[config.mk]
export PLATFORM = sky130hd
export DESIGN_NAME = spi_master_shift_engine_unit
export DESIGN_NICKNAME = d
export VERILOG_FILES = /design/src/rtl/core/spi_se_pkg.sv /design/src/rtl/core/spi_master_shift_engine_unit.sv
export SDC_FILE = /design/constraint.sdc
export NUM_CORES = 1
export LEC_CHECK = 0
export ABC_AREA = 1
export BUFFER_PORTS_ARGS = -buffer_cell sky130_fd_sc_hd__clkbuf_2
export CAP_MARGIN = 20
export CORE_MARGIN = 5
export CORE_UTILIZATION = 40
export CTS_BUF_LIST = sky130_fd_sc_hd__clkbuf_8 sky130_fd_sc_hd__clkbuf_16
export DETAILED_ROUTE_END_ITERATION = 7
export GPL_TIMING_DRIVEN = 1
export HOLD_SLACK_MARGIN = 0.02
export PLACE_DENSITY = 0.61
export REMOVE_ABC_BUFFERS = 1
export SETUP_SLACK_MARGIN = 0.05
export SYNTH_ARGS = -nofsm -noshare
export SYNTH_HDL_FRONTEND = slang
export SYNTH_SLANG_ARGS = --single-unit
[constraint.sdc]
create_clock -name i_clk -period 3.35 [get_ports i_clk]
set_clock_uncertainty 0.15 [all_clocks]
set_input_delay 0.1675 -clock i_clk [delete_from_list [all_inputs] [get_ports i_clk]]
set_output_delay 0.1675 -clock i_clk [all_outputs]
set_load 0.1 [all_outputs]
[src/rtl/core/spi_se_pkg.sv]
// Package for the SPI master shift engine: word types, register indexes and helpers.
package spi_se_pkg;

    localparam int MAX_BITS = 32;
    localparam int CNT_W = 6;
    localparam int DATA_W = 32;
    localparam int CFG_IDX_W = 2;
    localparam int CFG_DATA_W = 6;

    localparam logic OP_START = 1'b0;
    localparam logic OP_TICK = 1'b1;

    localparam logic [CFG_IDX_W-1:0] REG_SPI_MODE = 2'd0;
    localparam logic [CFG_IDX_W-1:0] REG_MSB_FIRST = 2'd1;
    localparam logic [CFG_IDX_W-1:0] REG_DEF_COUNT = 2'd2;

    localparam logic [CNT_W-1:0] COUNT_RESET = 6'd8;

    typedef struct packed {
        logic              op;
        logic [DATA_W-1:0] tx_data;
        logic [CNT_W-1:0]  bit_count;
        logic              wait_release;
        logic              miso_level;
    } t_in_word;

    typedef struct packed {
        logic              sclk_level;
        logic              mosi_level;
        logic              busy_res;
        logic [DATA_W-1:0] rx_data;
        logic              done_res;
    } t_out_word;

    // ((c - 1) mod 32) + 1, so zero maps to 32
    function automatic logic [CNT_W-1:0] norm_count(input logic [CNT_W-1:0] c);
        logic [CNT_W-1:0] m;
        m = c - 6'd1;
        return {1'b0, m[4:0]} + 6'd1;
    endfunction

    function automatic logic [CNT_W-1:0] cur_index(input logic [CNT_W-1:0] left,
                                                    input logic [CNT_W-1:0] len,
                                                    input logic msb);
        return msb ? (left - 6'd1) : (len - left);
    endfunction

    function automatic logic tx_bit(input logic [DATA_W-1:0] w,
                                    input logic [CNT_W-1:0] idx);
        return idx[5] ? 1'b0 : w[idx[4:0]];
    endfunction

endpackage

[src/rtl/core/spi_master_shift_engine_unit.sv]
// SPI master shift engine, modes 0 to 3, one start or half-clock tick per word.
//
//  channel | direction | handshake           | payload
//  in      | input     | i_in_valid/o_in_stall | i_in_word  (t_in_word)
//  out     | output    | o_out_valid/i_out_stall | o_out_word (t_out_word)
//  cfg     | input     | i_cfg_we            | i_cfg_index, i_cfg_data
//
// Each word is handled at once: the state registers and the result register
// load at the same edge, so a new word is taken every cycle unless the input stalls.
// A result waits in the output register; input stalls only while it is held.
// Synchronous active-low reset sets all state but the result data; the held result is dropped.
module spi_master_shift_engine_unit (
    input  logic                               i_clk,
    input  logic                               i_rst_n,
    input  logic                               i_in_valid,
    output logic                               o_in_stall,
    input  spi_se_pkg::t_in_word               i_in_word,
    output logic                               o_out_valid,
    input  logic                               i_out_stall,
    output spi_se_pkg::t_out_word              o_out_word,
    input  logic                               i_cfg_we,
    input  logic [spi_se_pkg::CFG_IDX_W-1:0]   i_cfg_index,
    input  logic [spi_se_pkg::CFG_DATA_W-1:0]  i_cfg_data
);

    logic [1:0]                     r_spi_mode;
    logic                           r_msb_first;
    logic [spi_se_pkg::CNT_W-1:0]   r_def_count;
    logic [spi_se_pkg::DATA_W-1:0]  r_tx_word,  n_tx_word;
    logic [spi_se_pkg::DATA_W-1:0]  r_rx_word,  n_rx_word;
    logic [spi_se_pkg::CNT_W-1:0]   r_bits_left, n_bits_left;
    logic [spi_se_pkg::CNT_W-1:0]   r_word_len, n_word_len;
    logic                           r_half,     n_half;
    logic                           r_busy,     n_busy;
    logic                           r_wait,     n_wait;
    logic                           r_waiting,  n_waiting;
    logic                           r_sclk,     n_sclk;
    logic                           r_mosi,     n_mosi;
    logic                           n_done;
    logic                           r_out_valid;
    spi_se_pkg::t_out_word          r_out_word;
    logic                           in_accept;
    logic                           cpol, cpha;
    logic [spi_se_pkg::CNT_W-1:0]   idx;
    logic [spi_se_pkg::CNT_W-1:0]   left_dec;
    logic                           sclk_flip;

    assign o_in_stall  = r_out_valid && i_out_stall;
    assign in_accept   = i_in_valid && !o_in_stall;
    assign o_out_valid = r_out_valid;
    assign o_out_word  = r_out_word;
    assign cpol        = r_spi_mode[1];
    assign cpha        = r_spi_mode[0];
    assign idx         = spi_se_pkg::cur_index(r_bits_left, r_word_len, r_msb_first);
    assign left_dec    = r_bits_left - 6'd1;
    // polarity change toggles SCLK (old idle level to new) unless a word is accepted
    assign sclk_flip   = i_cfg_we && (i_cfg_index == spi_se_pkg::REG_SPI_MODE)
                         && (i_cfg_data[1] != r_spi_mode[1]);

    always_comb begin
        logic [spi_se_pkg::CNT_W-1:0] len;
        n_tx_word   = r_tx_word;
        n_rx_word   = r_rx_word;
        n_bits_left = r_bits_left;
        n_word_len  = r_word_len;
        n_half      = r_half;
        n_busy      = r_busy;
        n_wait      = r_wait;
        n_waiting   = r_waiting;
        n_sclk      = r_sclk;
        n_mosi      = r_mosi;
        n_done      = 1'b0;
        len = (i_in_word.bit_count == '0) ? r_def_count
                                           : spi_se_pkg::norm_count(i_in_word.bit_count);
        if (i_in_word.op == spi_se_pkg::OP_START) begin
            if (!r_busy) begin
                n_tx_word   = i_in_word.tx_data;
                n_word_len  = len;
                n_bits_left = len;
                n_rx_word   = '0;
                n_half      = 1'b0;
                n_busy      = 1'b1;
                n_wait      = i_in_word.wait_release;
                n_waiting   = 1'b0;
                if (!cpha) begin
                    n_mosi = spi_se_pkg::tx_bit(i_in_word.tx_data,
                        spi_se_pkg::cur_index(len, len, r_msb_first));
                end
            end
        end else if (r_busy) begin
            if (r_waiting) begin
                if (!i_in_word.miso_level) begin
                    n_waiting = 1'b0;
                    n_busy    = 1'b0;
                    n_done    = 1'b1;
                end
            end else if (r_bits_left != '0) begin
                if (!r_half) begin
                    n_sclk = !cpol;
                    if (!cpha) begin
                        if (!idx[5]) begin
                            n_rx_word[idx[4:0]] = r_rx_word[idx[4:0]] | i_in_word.miso_level;
                        end
                    end else begin
                        n_mosi = spi_se_pkg::tx_bit(r_tx_word, idx);
                    end
                    n_half = 1'b1;
                end else begin
                    n_sclk = cpol;
                    if (cpha && !idx[5]) begin
                        n_rx_word[idx[4:0]] = r_rx_word[idx[4:0]] | i_in_word.miso_level;
                    end
                    n_half      = 1'b0;
                    n_bits_left = left_dec;
                    if (left_dec != '0) begin
                        if (!cpha) begin
                            n_mosi = spi_se_pkg::tx_bit(r_tx_word,
                                spi_se_pkg::cur_index(left_dec, r_word_len, r_msb_first));
                        end
                    end else if (r_wait) begin
                        n_waiting = 1'b1;
                    end else begin
                        n_busy = 1'b0;
                        n_done = 1'b1;
                    end
                end
            end else begin
                n_busy = 1'b0;
                n_done = 1'b1;
            end
        end
    end

    always_ff @(posedge i_clk) begin
        if (!i_rst_n) begin
            r_spi_mode  <= 2'd0;
            r_msb_first <= 1'b1;
            r_def_count <= spi_se_pkg::COUNT_RESET;
            r_tx_word   <= '0;
            r_rx_word   <= '0;
            r_bits_left <= '0;
            r_word_len  <= spi_se_pkg::COUNT_RESET;
            r_half      <= 1'b0;
            r_busy      <= 1'b0;
            r_wait      <= 1'b0;
            r_waiting   <= 1'b0;
            r_sclk      <= 1'b0;
            r_mosi      <= 1'b0;
            r_out_valid <= 1'b0;
        end else begin
            if (i_cfg_we) begin
                unique case (i_cfg_index)
                    spi_se_pkg::REG_SPI_MODE: r_spi_mode <= i_cfg_data[1:0];
                    spi_se_pkg::REG_MSB_FIRST: r_msb_first <= i_cfg_data[0];
                    spi_se_pkg::REG_DEF_COUNT: r_def_count <= spi_se_pkg::norm_count(i_cfg_data);
                    default: ;
                endcase
            end
            if (in_accept) begin
                r_sclk <= n_sclk;
            end else if (sclk_flip) begin
                r_sclk <= !r_sclk;
            end
            if (in_accept) begin
                r_tx_word   <= n_tx_word;
                r_rx_word   <= n_rx_word;
                r_bits_left <= n_bits_left;
                r_word_len  <= n_word_len;
                r_half      <= n_half;
                r_busy      <= n_busy;
                r_wait      <= n_wait;
                r_waiting   <= n_waiting;
                r_mosi      <= n_mosi;
                r_out_valid <= 1'b1;
            end else if (!i_out_stall) begin
                r_out_valid <= 1'b0;
            end
        end
    end

    always_ff @(posedge i_clk) begin
        if (in_accept) begin
            r_out_word.sclk_level <= n_sclk;
            r_out_word.mosi_level <= n_mosi;
            r_out_word.busy_res   <= n_busy;
            r_out_word.rx_data    <= n_rx_word;
            r_out_word.done_res   <= n_done;
        end
    end

endmodule
==> flow_summary.yaml, run 1 <==
run_status:
  status: "finished clean"
sta:
  timing_max_transition_violations_final: 0
  rsz0062_at_grt: "true"
  report.final.hold_viol_count: 0
  post-route-min-period_ns: 3.10
  timing.final.crit_share_pct: 92.5
  clock.fmax_ghz: 0.323
  pin_slew_with_the_least_headroom_to_its_limit_ns: 1.06
  count_of_endpoints_failing_setup_in_the_final_report: 0
  max_slew_margin_pct: 29.0
  setup_slack_ns: 0.252
grt:
  global_route.usage.total_pct: 22.8
  first_global_vias: 9753
  grt-ovfl-total: 0
  grt.met3_usage_pct: 3.25
  largest_net_degree_at_the_start_of_global_routing: 50
  met2_usage_pct: 38.2
  wire_length_of_the_first_global_routing_pass_um: 50100
  grt_util_met1_pct: 30.3
  grt_most_used_layer: "met2"
  antenna_found_initial: 0
finish:
  num_antenna_cells: 0
  finish.instance_area_um2: 11800
  layout.cells.non_filler: 2064
  layout.cells.most_common_list: "sky130_fd_sc_hd__nand2_1, sky130_fd_sc_hd__a21oi_1, sky130_fd_sc_hd__nand3_1"
  flow.area_growth_from_synthesis_pct: 22.1
  final_core_util_pct: 49.8
  drive_gt1_share_pct: 12.1
  finish.net_count: 1809
  n_fill_cell: 2445
  mostFrequentLayoutCell: "sky130_fd_sc_hd__nand2_1"
hold_path:
  worstHoldPathType: "in2reg"
  whs_endpoint: "r_waiting"
  whs_path_depth: 3
  hold_path.startpoint: "i_in_word[40]"
floorplan:
  die-height_um: 165
  start_util_pct: 40.8
  std_cell_rows: 56
  core_area_um2: 23600
  die_w_um: 165
  num_io_pins: 92
  dieArea_um2: 27300
setup_path:
  rr_worst_depth: 21
  cp_data_required_time_ns: 3.36
  cp_common_cell: "sky130_fd_sc_hd__nand2_1"
  cp_slowest_cell: "sky130_fd_sc_hd__fa_2"
  startpoint_type: "flop"
  rr_startpoint: "r_word_len[0]"
  worstSetupPathType: "reg2reg"
  reg2reg_to: "o_out_word[8]"
  setup.reg_to_reg.worst_slack_ns: 0.25
  timing.critical_path.fanout_max: 6
  critPathMaxStageDelay_ns: 0.61
  startpoint: "r_word_len[0]"
  crit_arrival_ns: 3.10
  critical_path.endpoint_type: "flop"
  critical_path.cell_chain: "inv_2 -> ha_2 -> inv_2 -> fa_2 -> o21ai_4 -> buf_4 -> nand3_1 -> nand2_1 -> inv_1 -> nand3_1 -> nand2_1 -> nor2_1 -> nor2_1 -> nand2_2 -> buf_4 -> nand2_1 -> nand3_1 -> nand2_1 -> nand3_1 -> nand2_1 -> nand2_1"
drt:
  drt-total-wl_um: 30800
  drt-wirelength-per-cell_um: 14.9
  routed-via-count: 10700
  avg_vias_per_cell: 5.18
  drt_pre_antenna_iters: 7
  dr.first_iter.drc_count: 934
  detail-route-antenna-nets: 0
  residual_drc_count: 0
logic_synthesis:
  post_synth_instance_area_um2: 9630
  ys.flop_type: "sky130_fd_sc_hd__dfxtp_1"
  yosys.cell_types.count: 38
  mapped_cells: 1604
  synthTopCellsByArea: "sky130_fd_sc_hd__nand2_1, sky130_fd_sc_hd__dfxtp_1, sky130_fd_sc_hd__edfxtp_1"
  count_of_warnings_emitted_by_yosys: 0
  synth_seq_area_share_pct: 30.4
  synth_async_sr_flop_share_pct: 0
  yosysTopAreaCell: "sky130_fd_sc_hd__nand2_1"
  syn_avg_cell_area_um2: 6.00
  synth_top_area_share_pct: 19.8
  synth_edf_count: 36
  synth_seq_cells: 128
placed_design:
  placement.io_buffers: 90
  placement.cell_area_um2: 10500
  routabilityCongestion: 0.884
  place_inst: 1982
  dpl.hpwl_um: 20600
  pre_cts_ws_ns: 0.167
clocking:
  clock_insertion_delay_worst_skew_ns: 0.43
  tritoncts: "built"
  cts_buffer_depth: 2
  numClockSinks: 128
  cts.htree.levels: 4
  cts-buffers-inserted: 17
  cts.clk_slew.worst_paths_ns: 0.06
  cts_root_buffer: "sky130_fd_sc_hd__clkbuf_16"
power_and_ir_drop:
  power_density_nw_per_um2: 517
  total_leakage_power_nw: 5.58
  vdd_ir_drop_max_mv: 0.304
flow_run:
  maxCapViolCount: 0
power breakdown:
group          total [mW]  switching [mW]  internal (mW)
Clock                1.94           0.713           1.22
Combinational        2.33            1.61          0.718
Sequential           1.81          0.0810           1.73
kinds of logic after synthesis:
kind of cell	share of synthesized area, %
AO/OA/AOI/OAI	19.6
XOR/XNOR	1.36
adder cells (fa/ha/maj)	3.02
buffers and inverters	10.9
flip-flops	30.4
AND/OR/NAND/NOR	34.8
through the flow:
stage	TNS, ns	total power, mW	hold WS (ns)
2_1_floorplan	-295.05	3.38	0.150
3_3_place_gp	0	4.03	0.263
3_5_place_dp	0	4.05	0.271
4_1_cts	0	6.04	0.0485
5_1_grt	0	6.44	0.103
6_report	0	6.08	0.0812
metal layers:
| metal | wire (um) | up-vias | part of all wire (%) |
|---|---|---|---|
| li1 | - | 5511 | - |
| met1 | 14000 | 4747 | 46 |
| met2 | 14300 | 384 | 46 |
| met3 | 1910 | 48 | 6.2 |
| met4 | 599 | 0 | 1.9 |
| met5 | 0 | - | 0 |
sequential cells by signal (all words and copies together) (netlist names), 2 cells and up:
signal       cells
o_out_word      36
r_rx_word       32
r_tx_word       32
r_bits_left      6
r_def_count      6
r_word_len       6
r_spi_mode       2
cells in the mapped netlist, drive strengths merged (2+ instances only):
cell,number
o221ai,2
fa,2
a21oi,208
nand3,192
nor3,5
edfxtp,36
a211oi,2
nand4,7
or2,2
dfxtp,92
ha,20
o211ai,17
buf,25
xor2,11
o22ai,3
xnor2,4
o21a,4
o21ai,119
inv,185
nand2,512
nor2,93
clkbuf,57
final cells by class:
| class | count | area (um^2) | area share (%) |
|---|---|---|---|
| Sequential cell | 128 | 2920 | 24.9 |
| Clock inverter | 8 | 86.3 | 0.735 |
| Tap cell | 319 | 399 | 3.40 |
| Clock buffer | 23 | 519 | 4.42 |
| Timing Repair Buffer | 191 | 1360 | 11.6 |
| Inverter | 186 | 698 | 5.94 |
| Multi-Input combinational cell | 1209 | 5770 | 49.1 |
worst max path at each step:
stage | end | slack (ns)
after CTS | r_rx_word[2] | 0.13
after global routing | o_out_word[34] | 0.03
after floorplan | r_word_len[5] | -3.83
final | o_out_word[8] | 0.25
after global placement | o_out_word[13] | 0.19
after detailed placement | r_rx_word[2] | 0.17
critical path, delay by kind of cell, from the launching register on:
family,cells,cell delay (ns)
AO/OA/AOI/OAI,1,0.08
adder cells (fa/ha/maj),2,0.77
buffers and inverters,5,0.49
flip-flops,1,0.32
AND/OR/NAND/NOR,13,0.99
what timing repair did:
action | 4_1_cts | 5_1_grt
setup endpoints to repair | 0 | 66
hold endpoints to repair | 44 | 0
gates resized for setup | 0 | 39
buffers inserted | 0 | 1
hold buffers | 49 | 0
No activity file was read; power rests on OpenSTA's default activity.
==> inputs of run 2 (changes only) <==
Settings changed: RECOVER_POWER set to 100.
==> flow_summary.yaml, run 2 (synthesis gave the netlist of run 1 again) <==
floorplan:
  die_w_um: 165
  dieArea_um2: 27300
  die-height_um: 165
  start_util_pct: 40.8
  std_cell_rows: 56
  num_io_pins: 92
  core_area_um2: 23600
sta:
  worst_hold_slack_ns: 0.0792
  timing.final.crit_share_pct: 92.6
  pin_slew_with_the_least_headroom_to_its_limit_ns: 1.93
  report.final.hold_viol_count: 0
  setup_slack_ns: 0.248
  timing_max_transition_violations_final: 46
  clock.fmax_ghz: 0.322
  max_slew_margin_pct: -28.6
  rsz0062_at_grt: "true"
  post-route-min-period_ns: 3.10
  count_of_endpoints_failing_setup_in_the_final_report: 0
setup_path:
  startpoint_type: "flop"
  critical_path.endpoint_type: "flop"
  cp_data_required_time_ns: 3.36
  worstSetupPathType: "reg2reg"
  crit_arrival_ns: 3.11
  timing.critical_path.fanout_max: 6
power_and_ir_drop:
  vdd_ir_drop_max_mv: 0.305
  switching_share_pct: 39.7
  netSwitchingPower_mw: 2.41
  intPower_mw: 3.66
  p_clk_share_pct: 31.9
  total_leakage_power_nw: 5.44
  sequentialPowerShare_pct: 29.8
  power_density_nw_per_um2: 519
  comb_power_share_pct: 38.2
clocking:
  cts.htree.levels: 4
  cts_buffer_depth: 2
  cts.clk_slew.worst_paths_ns: 0.06
  cts_root_buffer: "sky130_fd_sc_hd__clkbuf_16"
  clock_insertion_delay_worst_skew_ns: 0.43
  tritoncts: "built"
  cts-buffers-inserted: 17
  numClockSinks: 128
grt:
  antenna_found_initial: 0
  grt-ovfl-total: 0
  largest_net_degree_at_the_start_of_global_routing: 50
  wire_length_of_the_first_global_routing_pass_um: 50100
  global_route.usage.total_pct: 22.8
  first_global_vias: 9753
finish:
  layout.cells.most_common_list: "sky130_fd_sc_hd__nand2_1, sky130_fd_sc_hd__a21oi_1, sky130_fd_sc_hd__nand3_1"
  largest_register_ffs: 36
  drive_gt1_share_pct: 9.51
  n_fill_cell: 2471
  final_core_util_pct: 49.5
  finish.net_count: 1809
  layout.cells.non_filler: 2064
  flow.area_growth_from_synthesis_pct: 21.4
  finish.instance_area_um2: 11700
  num_antenna_cells: 0
  mostFrequentLayoutCell: "sky130_fd_sc_hd__nand2_1"
drt:
  drt-total-wl_um: 30900
  avg_vias_per_cell: 5.20
  drt_pre_antenna_iters: 5
  routed-via-count: 10700
  detail-route-antenna-nets: 0
  residual_drc_count: 0
  drt-wirelength-per-cell_um: 15.0
  dr.first_iter.drc_count: 945
placed_design:
  pre_cts_ws_ns: 0.167
  placement.cell_area_um2: 10500
  routabilityCongestion: 0.884
  place_inst: 1982
  dpl.hpwl_um: 20600
  placement.io_buffers: 90
flow_run:
  maxCapViolCount: 1
run_status:
  violations_in_the_final_reports: "capacitance limit, slew limit"
  status: "complete, but fails checks"
hold_path:
  worstHoldPathType: "in2reg"
run 2: cell count changes in the layout (fill, tap and decap cells not counted):
cell                       delta
sky130_fd_sc_hd__clkbuf_1    +43
sky130_fd_sc_hd__clkbuf_2    -39
sky130_fd_sc_hd__buf_4        -4
sky130_fd_sc_hd__nand2_1      +2
sky130_fd_sc_hd__nand2_2      -2
sky130_fd_sc_hd__o21ai_0      +2
sky130_fd_sc_hd__o21ai_1      -2
sky130_fd_sc_hd__inv_1        +1
sky130_fd_sc_hd__inv_2        -1
run 2: metal layers:
metal	up-vias	GRT usage [%]	part of all wire, %
met5	-	0	0
met4	0	7.45	2.1
met3	55	3.25	6.4
met2	400	38.2	46
met1	4773	30.3	46
li1	5503	-	-
run 2: power groups by stage:
stage               Sequential [mW]  Combinational, mW  Clock [mW]
floorplan                      2.13               1.26           0
finish                         1.81               2.32        1.94
detailed placement             1.84               2.21           0
global route                   1.82               2.56        2.04
global placement               1.84               2.19           0
CTS                            1.81               2.27        1.96
run 2: what timing repair did:
| item | in CTS | in global routing |
|---|---|---|
| hold buffers | 49 | 0 |
| endpoints found under the setup margin | 0 | 66 |
| gates resized for setup | 0 | 39 |
| endpoints found under the hold margin | 44 | 0 |
| setup buffers | 0 | 1 |
run 2: through the flow:
| stage | setup TNS, ns | total power [mW] |
|---|---|---|
| final | 0 | 6.06 |
| after global routing | 0 | 6.43 |
| after CTS | 0 | 6.04 |
| after detailed placement | 0 | 4.05 |
| after global placement | 0 | 4.03 |
| after floorplan | -295.05 | 3.38 |
run 2: worst max-delay path, cell delays in order, from the launching register on:
cell                      delay [ns]
sky130_fd_sc_hd__dfxtp_2        0.32
sky130_fd_sc_hd__inv_2          0.06
sky130_fd_sc_hd__ha_2           0.16
sky130_fd_sc_hd__inv_2          0.05
sky130_fd_sc_hd__fa_2           0.61
sky130_fd_sc_hd__o21ai_4        0.08
sky130_fd_sc_hd__buf_4          0.16
sky130_fd_sc_hd__nand3_1        0.09
sky130_fd_sc_hd__nand2_1        0.06
sky130_fd_sc_hd__inv_1          0.05
sky130_fd_sc_hd__nand3_1        0.05
sky130_fd_sc_hd__nand2_1        0.06
sky130_fd_sc_hd__nor2_1         0.04
sky130_fd_sc_hd__nor2_1         0.12
sky130_fd_sc_hd__nand2_2        0.09
sky130_fd_sc_hd__buf_4          0.17
sky130_fd_sc_hd__nand2_1        0.07
sky130_fd_sc_hd__nand3_1        0.07
sky130_fd_sc_hd__nand2_1        0.08
sky130_fd_sc_hd__nand3_1        0.06
sky130_fd_sc_hd__nand2_1        0.09
sky130_fd_sc_hd__nand2_1        0.11
run 2: layout make-up:
| class | count | area (um^2) | share of cell area [%] |
|---|---|---|---|
| well taps | 319 | 399 | 3.42 |
| flip-flops and latches | 128 | 2920 | 25.0 |
| inverters | 186 | 698 | 5.98 |
| multi-input cells | 1209 | 5760 | 49.3 |
| repair buffers | 191 | 1290 | 11.1 |
| clock inverters | 8 | 86.3 | 0.739 |
| clock buffers | 23 | 519 | 4.44 |
run 2: path summary, 6_finish.rpt:
kind | cells past startpoint | slack, ns | endpoint | from
worst max-delay path | 21 | 0.25 | o_out_word[26] | r_word_len[0]
worst min-delay path | 3 | 0.08 | r_waiting | i_in_word[40]
worst max register to register | 21 | 0.25 | o_out_word[26] | r_word_len[0]
worst min register to register | 2 | 0.30 | r_def_count[1] | r_def_count[1]
==> inputs of run 3 (changes only) <==
Settings changed: ABC_AREA 1 to unset.
==> flow_summary.yaml, run 3 <==
setup_path:
  worstSetupPathType: "reg2reg"
  cp_slowest_cell: "sky130_fd_sc_hd__fa_2"
  cp_data_required_time_ns: 3.38
  critical_path.endpoint_type: "flop"
  startpoint_type: "flop"
  critPathMaxStageDelay_ns: 0.47
  timing.critical_path.fanout_max: 6
  crit_arrival_ns: 3.46
  critical_path.cell_chain: "inv_2 -> ha_4 -> inv_2 -> fa_2 -> and3b_1 -> or2_2 -> a22oi_1 -> and3_1 -> a311oi_2 -> nor4_4 -> buf_4 -> buf_6 -> nor2_4 -> buf_6 -> a31oi_2 -> nor2_1"
finish:
  drive_gt1_share_pct: 27.3
  finish.instance_area_um2: 11200
  largest_register_ffs: 36
  finish.net_count: 1261
  layout.cells.most_common_list: "sky130_fd_sc_hd__buf_4, sky130_fd_sc_hd__nand2_1, sky130_fd_sc_hd__nor2_1"
  mostFrequentLayoutCell: "sky130_fd_sc_hd__buf_4"
  flow.area_growth_from_synthesis_pct: 38.3
  num_antenna_cells: 0
floorplan:
  dieArea_um2: 23100
  die-height_um: 152
  start_util_pct: 40.3
  core_area_um2: 20000
  num_io_pins: 92
  std_cell_rows: 52
  die_w_um: 152
grt:
  grt-ovfl-total: 0
  first_global_vias: 7591
  wire_length_of_the_first_global_routing_pass_um: 40000
  global_route.usage.total_pct: 20.8
  antenna_found_initial: 0
  largest_net_degree_at_the_start_of_global_routing: 58
logic_synthesis:
  synth_top_area_share_pct: 22.8
  mapped_cells: 967
  syn_avg_cell_area_um2: 8.34
  synth.cells.most_frequent: "sky130_fd_sc_hd__a21oi_1, sky130_fd_sc_hd__nor2_1, sky130_fd_sc_hd__nand2_1, sky130_fd_sc_hd__dfxtp_1, sky130_fd_sc_hd__o21ai_0"
  ys.flop_type: "sky130_fd_sc_hd__dfxtp_1"
  synth_edf_count: 36
  yosys.cell_types.count: 72
  synth_async_sr_flop_share_pct: 0
  yosysMostFrequentCell: "sky130_fd_sc_hd__a21oi_1"
  post_synth_instance_area_um2: 8070
  yosysTopAreaCell: "sky130_fd_sc_hd__dfxtp_1"
  synthTopCellsByArea: "sky130_fd_sc_hd__dfxtp_1, sky130_fd_sc_hd__edfxtp_1, sky130_fd_sc_hd__a21oi_1"
  count_of_warnings_emitted_by_yosys: 0
  synth_seq_cells: 128
  synth_seq_area_share_pct: 36.2
power_and_ir_drop:
  comb_power_share_pct: 30.9
  total_power_mw: 5.35
  switching_share_pct: 33.0
  netSwitchingPower_mw: 1.77
  p_clk_share_pct: 37.6
  intPower_mw: 3.59
  total_leakage_power_nw: 4.27
  sequentialPowerShare_pct: 31.6
  power_density_nw_per_um2: 480
  vdd_ir_drop_max_mv: 0.376
sta:
  report.final.hold_viol_count: 0
  timing.final.crit_share_pct: 103
  clock.fmax_ghz: 0.291
  timing_max_transition_violations_final: 0
  rsz0062_at_grt: "true"
  max_slew_margin_pct: 21.7
  pin_slew_with_the_least_headroom_to_its_limit_ns: 1.18
  count_of_endpoints_failing_setup_in_the_final_report: 48
  setup_slack_ns: -0.0857
  post-route-min-period_ns: 3.44
drt:
  drt-wirelength-per-cell_um: 17.1
  avg_vias_per_cell: 5.54
  drt_pre_antenna_iters: 5
  routed-via-count: 8130
  drt-total-wl_um: 25000
  residual_drc_count: 0
  dr.first_iter.drc_count: 381
  detail-route-antenna-nets: 0
clocking:
  cts.clk_slew.worst_paths_ns: 0.06
  numClockSinks: 128
  tritoncts: "built"
  cts_root_buffer: "sky130_fd_sc_hd__clkbuf_16"
  cts_buffer_depth: 2
  cts-buffers-inserted: 17
  cts.htree.levels: 4
  clock_insertion_delay_worst_skew_ns: 0.43
placed_design:
  routabilityCongestion: 0.892
  dpl.hpwl_um: 17300
  pre_cts_ws_ns: -0.331
  placement.io_buffers: 90
  placement.cell_area_um2: 9550
hold_path:
  worstHoldPathType: "in2reg"
run_status:
  status: "complete, but fails checks"
  violations_in_the_final_reports: "setup timing"
flow_run:
  maxCapViolCount: 0
-- run 3: changes by cell type after synthesis, sizes merged, moves of 13 or more --
cell	previous run	this run
inv	185	39
xnor2	4	21
o21ai	119	75
nor3	5	27
a22oi	0	28
nand2	512	106
nor2	93	107
a21oi	208	112
buf	25	12
mux2i	0	33
mux4	0	20
nand3	192	24
a31oi	1	20
-- run 3: stage by stage --
stage	std cells	utilization [%]	TNS, ns	hold slack [ns]
final	1468	55.7	-1.31	0.110
after global routing	1468	55.7	-12.10	0.100
after CTS	1466	54.1	-1.09	0.0831
after detailed placement	1381	47.6	-4.53	0.260
after global placement	1381	47.6	-2.22	0.253
after floorplan	901	-	-56.00	0.106
-- run 3: layout make-up --
type / instances / area [um^2]
Multi-Input combinational cell: 733 / 5200
Inverter: 40 / 156
Clock inverter: 15 / 208
Timing Repair Buffer: 265 / 1910
Fill cell: 1849 / 8880
Sequential cell: 128 / 2930
Tap cell: 270 / 338
Clock buffer: 17 / 425
-- run 3: path summary, 6_finish.rpt --
| kind | startpoint | to | slack [ns] | depth (start not counted) |
|---|---|---|---|---|
| worst max-delay path | r_word_len[0] | o_out_word[28] | -0.09 | 16 |
| worst min-delay path | i_cfg_we | r_spi_mode[0] | 0.11 | 4 |
| worst max register to register | r_word_len[0] | o_out_word[28] | -0.09 | 16 |
| worst min register to register | r_tx_word[7] | r_tx_word[7] | 0.32 | 2 |
-- run 3: power groups by stage --
stage	combinational [mW]	sequential [mW]	clock (mW)
2_1_floorplan	0.734	1.89	0
3_3_place_gp	1.46	1.72	0
3_5_place_dp	1.46	1.72	0
4_1_cts	1.56	1.69	2.05
5_1_grt	1.77	1.70	2.12
6_report	1.65	1.69	2.01
-- run 3: timing repair --
action                                 CTS  global route
cloned                                   3             0
setup endpoints to repair               66            66
endpoints found under the hold margin   43             0
buffers inserted                         3             3
pin swaps                               12            27
hold buffers                            47             0
gates resized for setup                 42            68
-- run 3: cells by family after synthesis --
family,count (synthesis),synth area share [%]
compound gates,297,22.7
xor+xnor,28,3.04
fa+ha+maj,24,3.85
buf+inv,106,5.18
flops,128,36.2
mux,58,10.4
simple gates,326,18.6
-- run 3: metal layers --
layer / share of wire [%] / up-vias / GRT usage (%) / routed length (um)
met5: 0 / - / 0 / 0
met4: 1.8 / 0 / 6.29 / 451
li1: - / 3956 / - / -
met2: 48 / 281 / 33.8 / 12100
met1: 44 / 3859 / 28.5 / 11100
met3: 5.7 / 34 / 3.75 / 1440
-- run 3: worst max-delay path: cells and delay by family, from the launching register on --
family,cells,cell delay (ns)
compound gates,3,0.44
fa+ha+maj,2,0.62
buf+inv,5,0.49
flops,1,0.33
simple gates,6,1.16
